$ cat config.mk
export PLATFORM = sky130hd
export DESIGN_NAME = text_integer_parser
export DESIGN_NICKNAME = d
export VERILOG_FILES = /design/src/design/tip_pkg.sv /design/src/design/tip_front.sv /design/src/design/tip_fifo.sv /design/src/design/tip_back.sv /design/src/design/text_integer_parser.sv
export VERILOG_INCLUDE_DIRS = /design/src /design/src/design
export SDC_FILE = /design/constraint.sdc
export NUM_CORES = 1
export LEC_CHECK = 0
export BUFFER_PORTS_ARGS = -buffer_cell sky130_fd_sc_hd__buf_2
export CORE_ASPECT_RATIO = 1.4
export CORE_UTILIZATION = 30
export DETAILED_ROUTE_END_ITERATION = 16
export MAX_ROUTING_LAYER = met4
export PLACE_DENSITY_LB_ADDON = 0.08
export SKIP_CTS_REPAIR_TIMING = 1
export SLEW_MARGIN = 20
export SYNTH_ARGS = -nofsm -noshare
export SYNTH_HDL_FRONTEND = slang
export SYNTH_SLANG_ARGS = --single-unit
export TNS_END_PERCENT = 50
$ cat constraint.sdc
create_clock -name clk -period 4.2 [get_ports clk]
set_input_delay 0.63 -clock clk [delete_from_list [all_inputs] [get_ports clk]]
set_output_delay 0.63 -clock clk [all_outputs]
set_load 0.03 [all_outputs]
$ cat src/design/text_integer_parser_assert.svh
// Assertion macros shared by the text integer parser modules.
// Expects clk and rst_n (synchronous, active low) in the including module.
`ifndef TEXT_INTEGER_PARSER_ASSERT_SVH
`define TEXT_INTEGER_PARSER_ASSERT_SVH

// Same-cycle implication, checked outside reset.
`define TIP_ASSERT_NOW(lbl, ante, cons) \
  lbl: assert property (@(posedge clk) disable iff (!rst_n) (ante) |-> (cons)) \
    else $error("tip assertion failed");

// Next-cycle implication, checked outside reset.
`define TIP_ASSERT_NEXT(lbl, ante, cons) \
  lbl: assert property (@(posedge clk) disable iff (!rst_n) (ante) |=> (cons)) \
    else $error("tip assertion failed");

`endif

$ cat src/design/tip_pkg.sv
// Shared types and constants for the text integer parser.
// No dependencies.
package tip_pkg;

  // Character codes
  localparam logic [7:0] CH_NUL   = 8'h00;
  localparam logic [7:0] CH_0     = 8'h30;
  localparam logic [7:0] CH_9     = 8'h39;
  localparam logic [7:0] CH_MINUS = 8'h2d;
  localparam logic [7:0] CH_LO_X  = 8'h78;
  localparam logic [7:0] CH_LO_A  = 8'h61;
  localparam logic [7:0] CH_LO_F  = 8'h66;
  localparam logic [7:0] CH_UP_A  = 8'h41;
  localparam logic [7:0] CH_UP_F  = 8'h46;

  // Decimal limits checked at the tenth digit
  localparam logic [31:0] DEC_LIM_U  = 32'd429496729;
  localparam logic [31:0] DEC_LIM_S  = 32'd214748364;
  localparam logic [3:0]  LAST_U     = 4'd5;
  localparam logic [3:0]  LAST_S_POS = 4'd7;
  localparam logic [3:0]  LAST_S_NEG = 4'd8;

  localparam logic [3:0] DEC_MAX_DIGITS = 4'd10;
  localparam logic [3:0] DEC_LAST_POS   = 4'd9;
  localparam logic [3:0] HEX_MAX_DIGITS = 4'd8;

  // Classified character, front to back
  typedef struct packed {
    logic       is_end;
    logic       is_zero;
    logic       is_dec;
    logic       is_hex;
    logic       is_minus;
    logic       is_x;
    logic [3:0] digit;
    logic       want_signed;
  } tip_tok_t;

  typedef enum logic [5:0] {
    PH_START     = 6'b000001,
    PH_ZERO      = 6'b000010,
    PH_HEX_FIRST = 6'b000100,
    PH_HEX       = 6'b001000,
    PH_DEC       = 6'b010000,
    PH_FAIL      = 6'b100000
  } tip_phase_t;

endpackage

$ cat src/design/tip_front.sv
// Front end: classifies one incoming character into a token.
// Depends on tip_pkg.
module tip_front (
  input  logic              [7:0] character,
  input  logic                    want_signed,
  output tip_pkg::tip_tok_t       tok
);

  logic is_dec;
  logic is_lo;
  logic is_up;

  always_comb begin
    is_dec = (character >= tip_pkg::CH_0) && (character <= tip_pkg::CH_9);
    is_lo  = (character >= tip_pkg::CH_LO_A) && (character <= tip_pkg::CH_LO_F);
    is_up  = (character >= tip_pkg::CH_UP_A) && (character <= tip_pkg::CH_UP_F);
    tok.is_end      = (character == tip_pkg::CH_NUL);
    tok.is_zero     = (character == tip_pkg::CH_0);
    tok.is_dec      = is_dec;
    tok.is_hex      = is_dec || is_lo || is_up;
    tok.is_minus    = (character == tip_pkg::CH_MINUS);
    tok.is_x        = (character == tip_pkg::CH_LO_X);
    // letters a-f / A-F have low nibble 1..6
    tok.digit       = is_dec ? character[3:0] : (character[3:0] + 4'd9);
    tok.want_signed = want_signed;
  end

endmodule

$ cat src/design/tip_fifo.sv
// Token queue between front and back, first-word fall-through.
// Depends on tip_pkg and text_integer_parser_assert.svh.
`include "text_integer_parser_assert.svh"

module tip_fifo #(
  parameter int DEPTH = 4
) (
  input  logic              clk,
  input  logic              rst_n,
  input  logic              push,
  input  tip_pkg::tip_tok_t push_tok,
  output logic              full,
  input  logic              pop,
  output logic              not_empty,
  output tip_pkg::tip_tok_t head_tok
);

  localparam int PW = (DEPTH > 1) ? $clog2(DEPTH) : 1;
  localparam int CW = $clog2(DEPTH + 1);
  localparam logic [PW-1:0] LAST_PTR = PW'(DEPTH - 1);
  localparam logic [CW-1:0] FULL_CNT = CW'(DEPTH);

  tip_pkg::tip_tok_t mem_r [DEPTH];
  logic [PW-1:0] wr_ptr_r, wr_ptr_nxt;
  logic [PW-1:0] rd_ptr_r, rd_ptr_nxt;
  logic [CW-1:0] cnt_r, cnt_nxt;

  assign full      = (cnt_r == FULL_CNT);
  assign not_empty = (cnt_r != '0);
  assign head_tok  = mem_r[rd_ptr_r];

  always_comb begin
    wr_ptr_nxt = wr_ptr_r;
    rd_ptr_nxt = rd_ptr_r;
    cnt_nxt    = cnt_r;
    if (push) begin
      wr_ptr_nxt = (wr_ptr_r == LAST_PTR) ? '0 : (wr_ptr_r + PW'(1));
    end
    if (pop) begin
      rd_ptr_nxt = (rd_ptr_r == LAST_PTR) ? '0 : (rd_ptr_r + PW'(1));
    end
    if (push && !pop) begin
      cnt_nxt = cnt_r + CW'(1);
    end else if (pop && !push) begin
      cnt_nxt = cnt_r - CW'(1);
    end
  end

  always_ff @(posedge clk) begin
    if (!rst_n) begin
      wr_ptr_r <= '0;
      rd_ptr_r <= '0;
      cnt_r    <= '0;
    end else begin
      wr_ptr_r <= wr_ptr_nxt;
      rd_ptr_r <= rd_ptr_nxt;
      cnt_r    <= cnt_nxt;
    end
  end

  always_ff @(posedge clk) begin
    if (push) begin
      mem_r[wr_ptr_r] <= push_tok;
    end
  end

  `TIP_ASSERT_NOW(a_no_overflow, push, !full)
  `TIP_ASSERT_NOW(a_no_underflow, pop, not_empty)
  `TIP_ASSERT_NEXT(a_cnt_up, push && !pop, cnt_r == $past(cnt_r) + CW'(1))

endmodule

$ cat src/design/tip_back.sv
// Back end: parse state machine and result register.
// Depends on tip_pkg and text_integer_parser_assert.svh.
`include "text_integer_parser_assert.svh"

module tip_back (
  input  logic              clk,
  input  logic              rst_n,
  input  logic              tok_valid,
  input  tip_pkg::tip_tok_t tok,
  output logic              tok_pop,
  output logic              out_valid,
  input  logic              out_ready,
  output logic [31:0]       out_value,
  output logic              out_ok
);

  tip_pkg::tip_phase_t phase_r, phase_nxt;
  logic [31:0] acc_r, acc_nxt;
  logic [3:0]  cnt_r, cnt_nxt;
  logic        neg_r, neg_nxt;
  logic        sc_r, sc_nxt;
  logic        out_valid_r, out_valid_nxt;
  logic [31:0] out_value_r;
  logic        out_ok_r;

  logic        slot_free;
  logic        end_pop;
  logic [31:0] acc_in;
  logic [3:0]  cnt_in;
  logic [31:0] lim;
  logic [3:0]  last;
  logic        dec_bad;
  logic [31:0] dec_acc;
  logic [31:0] res_value;
  logic        res_ok;

  assign slot_free = !out_valid_r || out_ready;
  assign tok_pop   = tok_valid && (!tok.is_end || slot_free);
  assign end_pop   = tok_pop && tok.is_end;

  // one decimal digit step; after a leading zero the zero counts as a digit
  always_comb begin
    acc_in  = (phase_r == tip_pkg::PH_ZERO) ? 32'd0 : acc_r;
    cnt_in  = (phase_r == tip_pkg::PH_ZERO) ? 4'd1  : cnt_r;
    lim     = sc_r ? tip_pkg::DEC_LIM_S : tip_pkg::DEC_LIM_U;
    last    = sc_r ? (neg_r ? tip_pkg::LAST_S_NEG : tip_pkg::LAST_S_POS) : tip_pkg::LAST_U;
    dec_bad = !tok.is_dec || (cnt_in >= tip_pkg::DEC_MAX_DIGITS) ||
              ((cnt_in == tip_pkg::DEC_LAST_POS) &&
               ((acc_in > lim) || ((acc_in == lim) && (tok.digit > last))));
    dec_acc = (acc_in << 3) + (acc_in << 1) + {28'd0, tok.digit};
  end

  always_comb begin
    res_value = 32'd0;
    res_ok    = 1'b0;
    unique case (phase_r)
      tip_pkg::PH_ZERO: res_ok = 1'b1;
      tip_pkg::PH_HEX: begin
        res_ok    = 1'b1;
        res_value = acc_r;
      end
      tip_pkg::PH_DEC: begin
        res_ok    = 1'b1;
        res_value = neg_r ? (32'd0 - acc_r) : acc_r;
      end
      default: res_ok = 1'b0;
    endcase
  end

  always_comb begin
    phase_nxt     = phase_r;
    acc_nxt       = acc_r;
    cnt_nxt       = cnt_r;
    neg_nxt       = neg_r;
    sc_nxt        = sc_r;
    out_valid_nxt = out_valid_r && !out_ready;
    if (end_pop) begin
      out_valid_nxt = 1'b1;
      phase_nxt     = tip_pkg::PH_START;
      acc_nxt       = '0;
      cnt_nxt       = '0;
      neg_nxt       = 1'b0;
      sc_nxt        = 1'b0;
    end else if (tok_pop) begin
      unique case (phase_r)
        tip_pkg::PH_START: begin
          sc_nxt = tok.want_signed;
          if (tok.is_zero) begin
            phase_nxt = tip_pkg::PH_ZERO;
          end else if (tok.is_minus) begin
            neg_nxt   = 1'b1;
            phase_nxt = tip_pkg::PH_DEC;
          end else if (tok.is_dec) begin
            phase_nxt = tip_pkg::PH_DEC;
            acc_nxt   = dec_acc;
            cnt_nxt   = 4'd1;
          end else begin
            phase_nxt = tip_pkg::PH_FAIL;
          end
        end
        tip_pkg::PH_ZERO: begin
          if (tok.is_x) begin
            phase_nxt = tip_pkg::PH_HEX_FIRST;
          end else if (dec_bad) begin
            phase_nxt = tip_pkg::PH_FAIL;
          end else begin
            phase_nxt = tip_pkg::PH_DEC;
            acc_nxt   = dec_acc;
            cnt_nxt   = cnt_in + 4'd1;
          end
        end
        tip_pkg::PH_HEX_FIRST, tip_pkg::PH_HEX: begin
          if (!tok.is_hex || (cnt_r >= tip_pkg::HEX_MAX_DIGITS)) begin
            phase_nxt = tip_pkg::PH_FAIL;
          end else begin
            phase_nxt = tip_pkg::PH_HEX;
            acc_nxt   = {acc_r[27:0], tok.digit};
            cnt_nxt   = cnt_r + 4'd1;
          end
        end
        tip_pkg::PH_DEC: begin
          if (dec_bad) begin
            phase_nxt = tip_pkg::PH_FAIL;
          end else begin
            acc_nxt = dec_acc;
            cnt_nxt = cnt_r + 4'd1;
          end
        end
        default: phase_nxt = tip_pkg::PH_FAIL;
      endcase
    end
  end

  always_ff @(posedge clk) begin
    if (!rst_n) begin
      phase_r     <= tip_pkg::PH_START;
      acc_r       <= '0;
      cnt_r       <= '0;
      neg_r       <= 1'b0;
      sc_r        <= 1'b0;
      out_valid_r <= 1'b0;
    end else begin
      phase_r     <= phase_nxt;
      acc_r       <= acc_nxt;
      cnt_r       <= cnt_nxt;
      neg_r       <= neg_nxt;
      sc_r        <= sc_nxt;
      out_valid_r <= out_valid_nxt;
    end
  end

  always_ff @(posedge clk) begin
    if (end_pop) begin
      out_value_r <= res_value;
      out_ok_r    <= res_ok;
    end
  end

  assign out_valid = out_valid_r;
  assign out_value = out_value_r;
  assign out_ok    = out_ok_r;

  `TIP_ASSERT_NEXT(a_end_gives_result, end_pop, out_valid_r)
  `TIP_ASSERT_NEXT(a_end_clears, end_pop, (phase_r == tip_pkg::PH_START) && (acc_r == 32'd0))
  `TIP_ASSERT_NOW(a_fail_is_zero, out_valid_r && !out_ok_r, out_value_r == 32'd0)

endmodule

$ cat src/design/text_integer_parser.sv
// Text integer parser: ASCII characters in, one 32-bit value plus ok flag per string.
// Throughput: one character per cycle if the queue has room; out_tready low holds results.
// A zero character is queued, then sets the result register that drives out_*.
// Rate is set by the back end: one token per cycle; end tokens wait on a full result slot.
// Reset: synchronous, active low on rst_n; clears queue, parse state and result valid.
// Depends on tip_pkg, tip_front, tip_fifo, tip_back.
module text_integer_parser #(
  parameter int QUEUE_DEPTH = 4
) (
  input  logic        clk,
  input  logic        rst_n,
  // input characters
  input  logic        in_tvalid,
  output logic        in_tready,
  input  logic [7:0]  in_tdata,   // [7:0] character
  input  logic        in_tuser,   // [0] want_signed
  // parse results
  output logic        out_tvalid,
  input  logic        out_tready,
  output logic [31:0] out_tdata,  // [31:0] value
  output logic        out_tuser   // [0] ok
);

  // Front: classify the character in the accept cycle, straight into the queue.
  tip_pkg::tip_tok_t front_tok;
  tip_pkg::tip_tok_t head_tok;
  logic              q_full;
  logic              q_not_empty;
  logic              q_pop;
  logic              in_accept;

  assign in_tready = !q_full;
  assign in_accept = in_tvalid && !q_full;

  tip_front u_front (
    .character   (in_tdata),
    .want_signed (in_tuser),
    .tok         (front_tok)
  );

  // Queue decouples input acceptance from result back-pressure:
  // characters keep flowing while a finished result waits on out_tready, until the queue fills.
  tip_fifo #(
    .DEPTH (QUEUE_DEPTH)
  ) u_fifo (
    .clk       (clk),
    .rst_n     (rst_n),
    .push      (in_accept),
    .push_tok  (front_tok),
    .full      (q_full),
    .pop       (q_pop),
    .not_empty (q_not_empty),
    .head_tok  (head_tok)
  );

  // Back: parse state machine; end-of-string tokens wait only for a free
  // result register, every other token is consumed at once.
  tip_back u_back (
    .clk       (clk),
    .rst_n     (rst_n),
    .tok_valid (q_not_empty),
    .tok       (head_tok),
    .tok_pop   (q_pop),
    .out_valid (out_tvalid),
    .out_ready (out_tready),
    .out_value (out_tdata),
    .out_ok    (out_tuser)
  );

endmodule
Word level (Yosys, flattened, before mapping)
Memory sizes are Yosys's and may differ from the RTL's. A register that Yosys moved wholly into a read port is not among the register bits. Cells that the tools add are included.

$add $sub $neg: 10. Mux-type cells: 41. $lt $le $gt $ge: 10. Reduce and logical (&&, ||, !) cells: 39. Equal/unequal tests: 21. Bitwise logic cells: 2.

Operators with widths (count): two-way mux 32 bit (8); case mux 32 bit (4 select lines) (1); case mux 32 bit (2 select lines) (1); two-way mux 4 bit (11); two-way mux 6 bit (7); adder 32 bit (1); adder 32 x 4 -> 32 bit (1); equality test 32 bit (1); > comparator 32 bit (1); subtractor 1 x 32 -> 32 bit (first input constant) (1); two-way mux 29 bit (1); case mux 6 bit (4 select lines) (1); equality test 8 x 6 -> 1 bit (second input constant) (2); >= comparator 8 x 7 -> 1 bit (second input constant) (2); less-or-equal comparator 8 x 7 -> 1 bit (second input constant) (2); case mux 4 bit (4 select lines) (1); != test 2 bit (second input constant) (6); logical AND 1 bit (11); AND reduction 9 bit (1); adder 4 x 1 -> 4 bit (second input constant) (2); equality test 8 x 7 -> 1 bit (second input constant) (1); >= comparator 4 bit (second input constant) (2); >= comparator 8 x 6 -> 1 bit (second input constant) (1); less-or-equal comparator 8 x 6 -> 1 bit (second input constant) (1); other kinds (29) (56).

Output and inout port bits: 35. Memory bits (writable): 44. Logic and storage cells: 135. Flip-flop bits (word level): 85. Input bits: 13. Memories: 1.

Memories: u_fifo.mem_r (depth 4, bits a word 11, rd ports 1, clocked after memory_dff 1, write ports 1, line tip_fifo.sv:23) `tip_pkg::tip_tok_t mem_r [DEPTH];`.

Logic depth before layout (Yosys ltp)
Gate-level depths: netlist of the first run.

Depth in word-level cells: 10. Gate-level depth with buffers: 16. Gate-level depth less buffers: 15.

By module
From an unflattened synthesis of the first run, not the netlist that was laid out.

Cells, all modules: 992. Area total of the unflattened synthesis: 9287.7 µm².

Modules (own cells, without submodules): tip_back (seq. area each 1891.8 µm², area an instance 6927.9 µm², times used 1, cells an instance 854); tip_fifo (seq. area each 1501.4 µm², area an instance 2048.2 µm², times used 1, cells an instance 101); tip_front (seq. area each 0.0 µm², area an instance 301.5 µm², times used 1, cells an instance 35); text_integer_parser (seq. area each 0.0 µm², area an instance 10.0 µm², times used 1, cells an instance 2).

Worst setup path after synthesis of the first run
Ideal clock, no wire load.

Path kind: register to register. From: register u_back.phase_r[2]. To: register u_back.acc_r[28]. Path slack: 0.164 ns. Setup time: 0.070 ns. Clock period less this slack: 4.036 ns. Data arrival time: 3.966 ns. Required time: 4.130 ns. Cell stages (with the launch flop): 15. Path through: dfxtp_1 -> nor4_4 -> nand2_2 -> clkbuf_1 -> and2_1 -> fa_1 -> fa_1 -> a211oi_1 -> o21a_1 -> a211oi_1 -> o21ai_0 -> a211oi_1 -> o31a_1 -> o31a_1 -> a21oi_1.

Word-level cells in the longest chain between the ends: 10. Elaborated cells on any way between the ends: 32. Classes of those cells: add/sub (2); order compare (2); eq/ne (12); mux (8); reduce/logical (8).

Ends and longest elaborated chain: start, declared (line tip_back.sv:17) `tip_pkg::tip_phase_t phase_r, phase_nxt;`; start signal, assigned (line tip_back.sv:136) `phase_r <= tip_pkg::PH_START;`; start signal, assigned (line tip_back.sv:143) `phase_r <= phase_nxt;`; parallel branches: the longest is 10 deep, another holds adder 32 bit; end signal, assigned (line tip_back.sv:144) `acc_r <= acc_nxt;`; end, declared (line tip_back.sv:18) `logic [31:0] acc_r, acc_nxt;`.

Parallel ways; which one is timed is not known. The select of a mux whose other input is x is not followed. A chain may end at the register's enable or synchronous reset.

Worst setup path in the final report of the first run
From: register u_back.phase_r[4]. To: register u_back.acc_r[22].

Same word-level chain as after synthesis.

==> results of run 1 <==
## registers in the layout (all words and copies together) (netlist names), 2 cells and up, named ones only
signal	flops
u_fifo.mem_r	44
u_back.acc_r	32
u_back.out_value	32
u_back.phase_r	6
u_back.cnt_r	4
u_fifo.cnt_r	3
u_fifo.rd_ptr_r	2
u_fifo.wr_ptr_r	2
## routing by layer
layer	vias up	track usage	share of wire
met5	-	-	0
met4	0	0.08081	0.033
met3	42	0.02467	0.024
met2	117	0.3836	0.58
met1	3705	0.1875	0.36
li1	3842	-	-
## power breakdown
part	total (mW)	switching [mW]	internal, mW
registers	1.89	0.191	1.69
clock network	1.58	0.617	0.959
logic	3.57	2.31	1.26
## cell families after synthesis
| logic type | share of synthesized area |
|---|---|
| AND/OR/NAND/NOR | 0.1833 |
| flip-flops | 0.3695 |
| XOR/XNOR | 0.02861 |
| adder cells (fa/ha/maj) | 0.1235 |
| multiplexers | 0.04360 |
| AO/OA/AOI/OAI | 0.2096 |
| buffers and inverters | 0.04197 |
## synthesized netlist by cell type (5+ instances only)
cell type,instances
a211oi_1,14
a211oi_2,8
a21o_1,11
a21oi_1,74
a311oi_2,9
a31oi_1,14
and2_1,25
and3_1,19
buf_2,5
clkbuf_1,42
dfxtp_1,54
edfxtp_1,77
ha_1,85
inv_1,34
mux2i_1,13
mux4_2,11
nand2_1,96
nand2b_1,9
nand3_1,21
nand3b_1,5
nand4_1,11
nor2_1,80
nor2b_1,13
nor3_1,22
nor4_1,8
o211ai_1,8
o21a_1,9
o21ai_0,74
o22ai_1,16
o31a_1,5
o31ai_1,7
o41ai_1,7
or3_1,7
xnor2_1,14
xor2_1,16
## area by class of cell
cell class / instances / area share
clock buffers: 21 / 0.04530
clock inverters: 11 / 0.01279
inverters: 35 / 0.01232
multi-input cells: 772 / 0.5073
flip-flops and latches: 131 / 0.3183
well taps: 385 / 0.04518
repair buffers: 97 / 0.05880
## worst max path at each step
stage	start	endpoint	depth (start not counted)
5_1_grt	u_back.phase_r[4]	u_back.acc_r[22]	14
6_report	u_back.phase_r[4]	u_back.acc_r[22]	14
2_1_floorplan	u_back.phase_r[2]	u_back.acc_r[28]	14
4_1_cts	u_back.phase_r[2]	u_back.acc_r[24]	15
3_3_place_gp	u_back.phase_r[2]	u_back.acc_r[24]	15
3_5_place_dp	u_back.phase_r[2]	u_back.acc_r[24]	15
## metrics by stage
stage / std cells / cell area (µm²) / util
4_1_cts: 1452 / 10650 / 0.3548
5_1_grt: 1452 / 10660 / 0.3550
2_1_floorplan: 994 / 9183 / -
3_5_place_dp: 1420 / 10030 / 0.3341
3_3_place_gp: 1420 / 10030 / 0.3341
6_report: 1452 / 10660 / 0.3550
==> flow_summary.yaml, run 1 <==
status:
  status: "complete, no violations"
cells_and_area:
  nFillCells: 3156
  final_common_cell: "nand2_1"
  drive_gt1_frac: 0.1575
  n_antenna_cell: 0
  syn2layout_area_growth_pct: 16.11
  final_cell_mix: "nand2_1 (96), ha_1 (85), nor2_1 (80), edfxtp_1 (77)"
  seq_area_mm2: 0.003393
  fin_nets: 1155
  multi_input_area_mm2: 0.005409
timing:
  clock_skew_ns: 0.01244
  holdWs_ns: 0.4289
  layout_min_cycle_time_ns: 3.888
  hold_viol: 0
  grt_setup_unrepaired: "true"
  max_slew_margin: 0.2885
  setup_slack_ns: 0.3115
  setup_viol: 0
  setup-tns-final_ns: 0
  fmax_mhz: 257.2
  drv_slew: 0
  finalCritPeriodShare: 0.9258
  worst_pin_slew_ns: 1.067
setup_path:
  worstPathArrival_ns: 4.24
  worstReg2RegEnd: "u_back.acc_r[22]"
  cp-end-kind: "flop"
  r2r_cells: 14
  start_kind: "flop"
  rr_startpoint: "u_back.phase_r[4]"
  worst-path-max-fanout: 5
  path_buf_inv: 1
  criticalPathCategory: "reg2reg"
  reg2reg_slack_ns: 0.31
  cp_slowest_cell: "fa_1"
  max_stage_delay_ns: 0.54
  crit_chain: "nor4_4 > nand2_2 > and2_1 > fa_1 > fa_1 > a211oi_1 > o21a_1 > a211oi_2 > o21ai_0 > buf_4 > nand3_1 > a221oi_1 > o21ai_0 > a31oi_1"
  required_ns: 4.55
  path_delay_family: "compound AO/OA/AOI/OAI gates"
synthesis:
  syn-num-nets: 1095
  syn_area_mm2: 0.009183
  ys_ff_latch: 131
  synthArstFlopShare: 0
  ys.flop_type: "edfxtp_1"
  synth_top_area_frac: 0.2518
  syn_inst: 994
  yosysWarnings: 0
  yosys-top-cells-area: "edfxtp_1 (25%), dfxtp_1 (12%), ha_1 (12%)"
  yosysSeqAreaShare: 0.3695
  synth_cell_types: 72
  syn_area_per_cell_um2: 9.238
  yosys.area.top_type: "edfxtp_1"
  synth_edf_count: 77
placed_design:
  portBuffers: 47
  dp_slack_ns: 0.2088
  place_congestion: 0.8224
  hpwl_um: 21990
die:
  coreArea_mm2: 0.03003
  die_x_um: 149.9
  die_h_um: 209.0
  core.rowCount: 75
  ios: 48
  start_util: 0.3058
  die_area_mm2: 0.03132
power:
  leakage_nw: 4.281
  p_per_area_mw_per_mm2: 659.1
  total_power_mw: 7.027
  ir_worst_vdd_mv: 0.2717
global_routing:
  grt_util_all_layers: 0.1959
  grt-ovfl-total: 0
  antenna_found_initial: 0
  grt_pass1_vias: 7968
  grt_pass1_wl_um: 44590
  grt_start_max_net_pins: 57
clock_tree:
  root_buffer: "clkbuf_16"
  htreeDepth: 4
  cts_tree: "yes"
  cts_inserted_buffers: 17
  clock_path_buffers: 2
  cts.sinks: 131
  clk_pin_slew_ns: 0.06
  clock_latency_ns: 0.42
worst_hold_path:
  hold-path-cell-count: 1
  min-delay-start: "in_tuser"
  hp-class: "in2reg"
  hold_end: "u_fifo.mem_r[2][0]"
route:
  routed_wirelength_um: 28700
  drt_first_pass_iters: 5
  remaining_drc_errors: 0
  vias: 7706
  wire_per_inst_um: 19.77
  antenna_left: 0
  drt_iter0_drc: 293
  viasPerCell: 5.307
job:
  cap_violations: 0
Note: power is estimated with default switching activity, not from simulation.
==> inputs of run 2 (changes only) <==
- clock period: 4.2 -> 4.1 ns (I/O delays scaled with it)
==> flow_summary.yaml, run 2 (synthesis gave the netlist of run 1 again) <==
status:
  status: "complete, no violations"
die:
  core.rowCount: 75
  coreArea_mm2: 0.03003
  die_x_um: 149.9
  ios: 48
  start_util: 0.3058
  die_area_mm2: 0.03132
  die_h_um: 209.0
setup_path:
  path_buf_inv: 3
  reg2reg_slack_ns: 0.21
  start_kind: "flop"
  max_stage_delay_ns: 0.37
  crit_chain: "nor4_4 > and2_2 > buf_4 > buf_4 > nor2_1 > ha_1 > ha_1 > and3_1 > and3_1 > a22oi_1 > nand3_1 > o311a_1 > o21ai_2 > buf_4 > a31oi_1"
  cp_slowest_cell: "ha_1"
  path_delay_family: "simple AND/OR/NAND/NOR gates"
  worst-path-max-fanout: 10
  cpMostUsedCell: "buf_4"
  worstReg2RegEnd: "u_back.acc_r[22]"
  r2r_cells: 15
  required_ns: 4.40
  criticalPathCategory: "reg2reg"
  worstPathArrival_ns: 4.19
  rr_startpoint: "u_back.phase_r[2]"
  cp-end-kind: "flop"
route:
  drt_first_pass_iters: 4
  viasPerCell: 5.293
  antenna_left: 0
  remaining_drc_errors: 0
  vias: 7791
  drt_iter0_drc: 384
  wire_per_inst_um: 19.76
  routed_wirelength_um: 29080
placed_design:
  hpwl_um: 22370
  place_congestion: 0.8312
  portBuffers: 47
  post_dp_cell_area_mm2: 0.01019
  dp_slack_ns: -0.01582
cells_and_area:
  final_common_cell: "nand2_1"
  largest_register_ffs: 44
  final_area_mm2: 0.01084
  drive_gt1_frac: 0.1796
  syn2layout_area_growth_pct: 18.01
  fin_nets: 1174
  final_cell_mix: "nand2_1 (96), ha_1 (85), nor2_1 (80), edfxtp_1 (77), a21oi_1 (74)"
  largest_register: "u_fifo.mem_r"
timing:
  setup_slack_ns: 0.2113
  drv_slew: 0
  layout_min_cycle_time_ns: 3.889
  worst_pin_slew_ns: 0.9299
  hold_viol: 0
  max_slew_margin: 0.3787
  setup_viol: 0
  fmax_mhz: 257.2
  grt_setup_unrepaired: "true"
  clock_skew_ns: 0.01228
  finalCritPeriodShare: 0.9485
global_routing:
  grt_util_all_layers: 0.1973
  grt_pass1_wl_um: 44970
  grt_pass1_vias: 8017
  grt_start_max_net_pins: 43
  grt-ovfl-total: 0
  antenna_found_initial: 0
clock_tree:
  htreeDepth: 4
  cts_inserted_buffers: 17
  root_buffer: "clkbuf_16"
  cts_tree: "yes"
  clock_path_buffers: 2
  clk_pin_slew_ns: 0.06
  cts.sinks: 131
  clock_latency_ns: 0.43
power:
  p_per_area_mw_per_mm2: 676.0
  ir_worst_vdd_mv: 0.3076
  leakage_nw: 4.392
job:
  cap_violations: 0
worst_hold_path:
  min-delay-start: "in_tuser"
  hold_end: "u_fifo.mem_r[3][0]"
  hold-path-cell-count: 1
  hp-class: "in2reg"
[run 2: changes by cell type in the layout (fill, tap and decap cells not counted), moves of 2 or more]
cell / change
buf_4: +19
clkbuf_16: -2
clkinv_4: +2
o21ai_0: -2
[run 2: worst max-delay path by stage]
| stage | from | endpoint | cells after the start |
|---|---|---|---|
| after floorplan | u_back.phase_r[2] | u_back.acc_r[28] | 14 |
| after global placement | flop | u_back.acc_r[22] | 13 |
| after detailed placement | u_back.phase_r[1] | u_back.acc_r[22] | 15 |
| after CTS | u_back.phase_r[1] | u_back.acc_r[22] | 15 |
| after global routing | u_back.phase_r[2] | u_back.acc_r[22] | 15 |
| final | u_back.phase_r[2] | u_back.acc_r[22] | 15 |
[run 2: stage by stage]
step	power (mW)	TNS, ns	instances	hold slack, ns	utilization
after floorplan	4.503	0	994	0.4536	-
after global placement	5.757	0	1439	0.4728	0.3393
after detailed placement	5.741	-0.01582	1439	0.4741	0.3393
after CTS	7.397	-0.02710	1471	0.3997	0.3599
after global routing	7.853	-0.002435	1471	0.4105	0.3608
final	7.326	0	1472	0.4047	0.3609
[run 2: where the power goes]
group / internal (mW) / switching, mW
combinational: 1.35 / 2.39
sequential: 1.74 / 0.205
clock: 0.987 / 0.656
total: 4.08 / 3.25
[run 2: final cells by class]
cell class	instances	area (µm²)
fill	3122	19190
multi-input combinational	772	5430
sequential	131	3395
timing repair buffer	116	778.2
tap	385	481.7
clock buffer	19	442.9
clock inverter	13	175.2
inverter	35	131.4
antenna	1	2.502
[run 2: layer usage]
metal | track usage | routed length, µm | vias up
li1 | - | - | 3876
met1 | 0.1943 | 10860 | 3751
met2 | 0.3814 | 16610 | 116
met3 | 0.01747 | 432 | 48
met4 | 0.09021 | 1180 | 0
met5 | - | 0 | -
==> inputs of run 3 (changes only) <==
- RECOVER_POWER: not set -> 100
==> flow_summary.yaml, run 3 (synthesis gave the netlist of run 1 again) <==
setup_path:
  cp-startpoint: "u_back.phase_r[2]"
  max_stage_delay_ns: 0.37
  cp_slowest_cell: "ha_1"
  path_buf_inv: 3
  r2r_cells: 15
  criticalPathCategory: "reg2reg"
  start_kind: "flop"
  worst-path-max-fanout: 10
  path_delay_family: "simple AND/OR/NAND/NOR gates"
  path_depth: 15
  cpMostUsedCell: "buf_4"
  worstPathArrival_ns: 4.16
  rr_startpoint: "u_back.phase_r[2]"
  required_ns: 4.40
  cp-end-kind: "flop"
  crit_chain: "nor4_4 > and2_2 > buf_4 > buf_4 > nor2_1 > ha_1 > ha_1 > and3_1 > and3_1 > a22oi_1 > nand3_1 > o311a_1 > o21ai_2 > buf_4 > a31oi_1"
die:
  start_util: 0.3058
  die_h_um: 209.0
  ios: 48
  die_area_mm2: 0.03132
  coreArea_mm2: 0.03003
  core.rowCount: 75
  die_x_um: 149.9
global_routing:
  grt_start_max_net_pins: 43
  grt_pass1_vias: 8017
  grt_pass1_wl_um: 44970
  antenna_found_initial: 0
  grt_util_all_layers: 0.1973
  grt-ovfl-total: 0
clock_tree:
  htreeDepth: 4
  clock_path_buffers: 2
  clock_latency_ns: 0.42
  cts_inserted_buffers: 17
  cts_tree: "yes"
  cts.sinks: 131
  root_buffer: "clkbuf_16"
  clk_pin_slew_ns: 0.06
cells_and_area:
  seq_area_mm2: 0.003395
  multi_input_area_mm2: 0.005414
  syn2layout_area_growth_pct: 17.09
  fin_nets: 1174
  largest_register: "u_fifo.mem_r"
  final_common_cell: "nand2_1"
  drive_gt1_frac: 0.1372
  nFillCells: 3153
  largest_register_ffs: 44
  final_cell_mix: "nand2_1 (96), ha_1 (85), nor2_1 (80), edfxtp_1 (77), a21oi_1 (75)"
  final_area_mm2: 0.01075
timing:
  hold_viol: 0
  holdWs_ns: 0.4524
  finalCritPeriodShare: 0.9422
  setup_viol: 0
  layout_min_cycle_time_ns: 3.863
  grt_setup_unrepaired: "true"
  worst_pin_slew_ns: 1.691
  setup-tns-final_ns: 0
  max_slew_margin: -0.1275
  drv_slew: 38
  clock_skew_ns: 0.01189
  fmax_mhz: 258.9
route:
  remaining_drc_errors: 0
  antenna_left: 0
  vias: 7787
  viasPerCell: 5.290
  routed_wirelength_um: 29140
  drt_first_pass_iters: 5
  wire_per_inst_um: 19.80
  drt_iter0_drc: 386
worst_hold_path:
  min-delay-start: "in_tuser"
  hold-path-cell-count: 1
  hp-class: "in2reg"
power:
  leakage_nw: 4.262
  p_per_area_mw_per_mm2: 676.6
  ir_worst_vdd_mv: 0.3148
placed_design:
  portBuffers: 47
  post_dp_cell_area_mm2: 0.01019
  hpwl_um: 22370
  place_congestion: 0.8312
status:
  status: "complete, but fails checks"
  violations: "capacitance limit, slew limit"
job:
  cap_violations: 1
==> run 3: layout make-up <==
cell class | instances | share of cell area
diodes | 1 | 0.0002327
clock buffers | 19 | 0.04120
clock inverters | 13 | 0.01629
inverters | 35 | 0.01222
multi-input cells | 772 | 0.5035
flip-flops and latches | 131 | 0.3157
well taps | 385 | 0.04480
repair buffers | 116 | 0.06598
==> run 3: through the flow <==
step	utilization	power, mW	setup slack [ns]	cells
finish	0.3580	7.275	0.2371	1472
global route	0.3580	7.799	-0.002435	1471
CTS	0.3599	7.397	-0.02710	1471
detailed placement	0.3393	5.741	-0.01582	1439
global placement	0.3393	5.757	0.008951	1439
floorplan	-	4.503	0.06384	994
==> run 3: per-layer routing <==
layer,track usage,vias to the layer above,share of wire
met3,0.01747,47,0.014
met4,0.09021,0,0.040
met1,0.1943,3745,0.37
li1,-,3876,-
met5,-,-,0
met2,0.3814,119,0.57
==> run 3: path summary, 6_finish.rpt <==
path	slack [ns]	end
worst max-delay path	0.24	u_back.acc_r[22]
worst min register to register	0.48	u_back.cnt_r[1]
worst min-delay path	0.45	u_fifo.mem_r[3][0]
worst max register to register	0.24	u_back.acc_r[22]
==> run 3: power breakdown <==
group | switching, mW | total, mW | internal [mW]
Clock | 0.654 | 1.64 | 0.987
Combinational | 2.38 | 3.68 | 1.30
Sequential | 0.208 | 1.95 | 1.74
==> run 3: worst register-to-register path: stages (launching register included) <==
cell     delay (ns)
dfxtp_1        0.33
nor4_4         0.32
and2_2         0.27
buf_4          0.14
buf_4          0.17
nor2_1         0.08
ha_1           0.30
ha_1           0.37
and3_1         0.20
and3_1         0.19
a22oi_1        0.37
nand3_1        0.24
o311a_1        0.37
o21ai_2        0.20
buf_4          0.14
a31oi_1        0.06
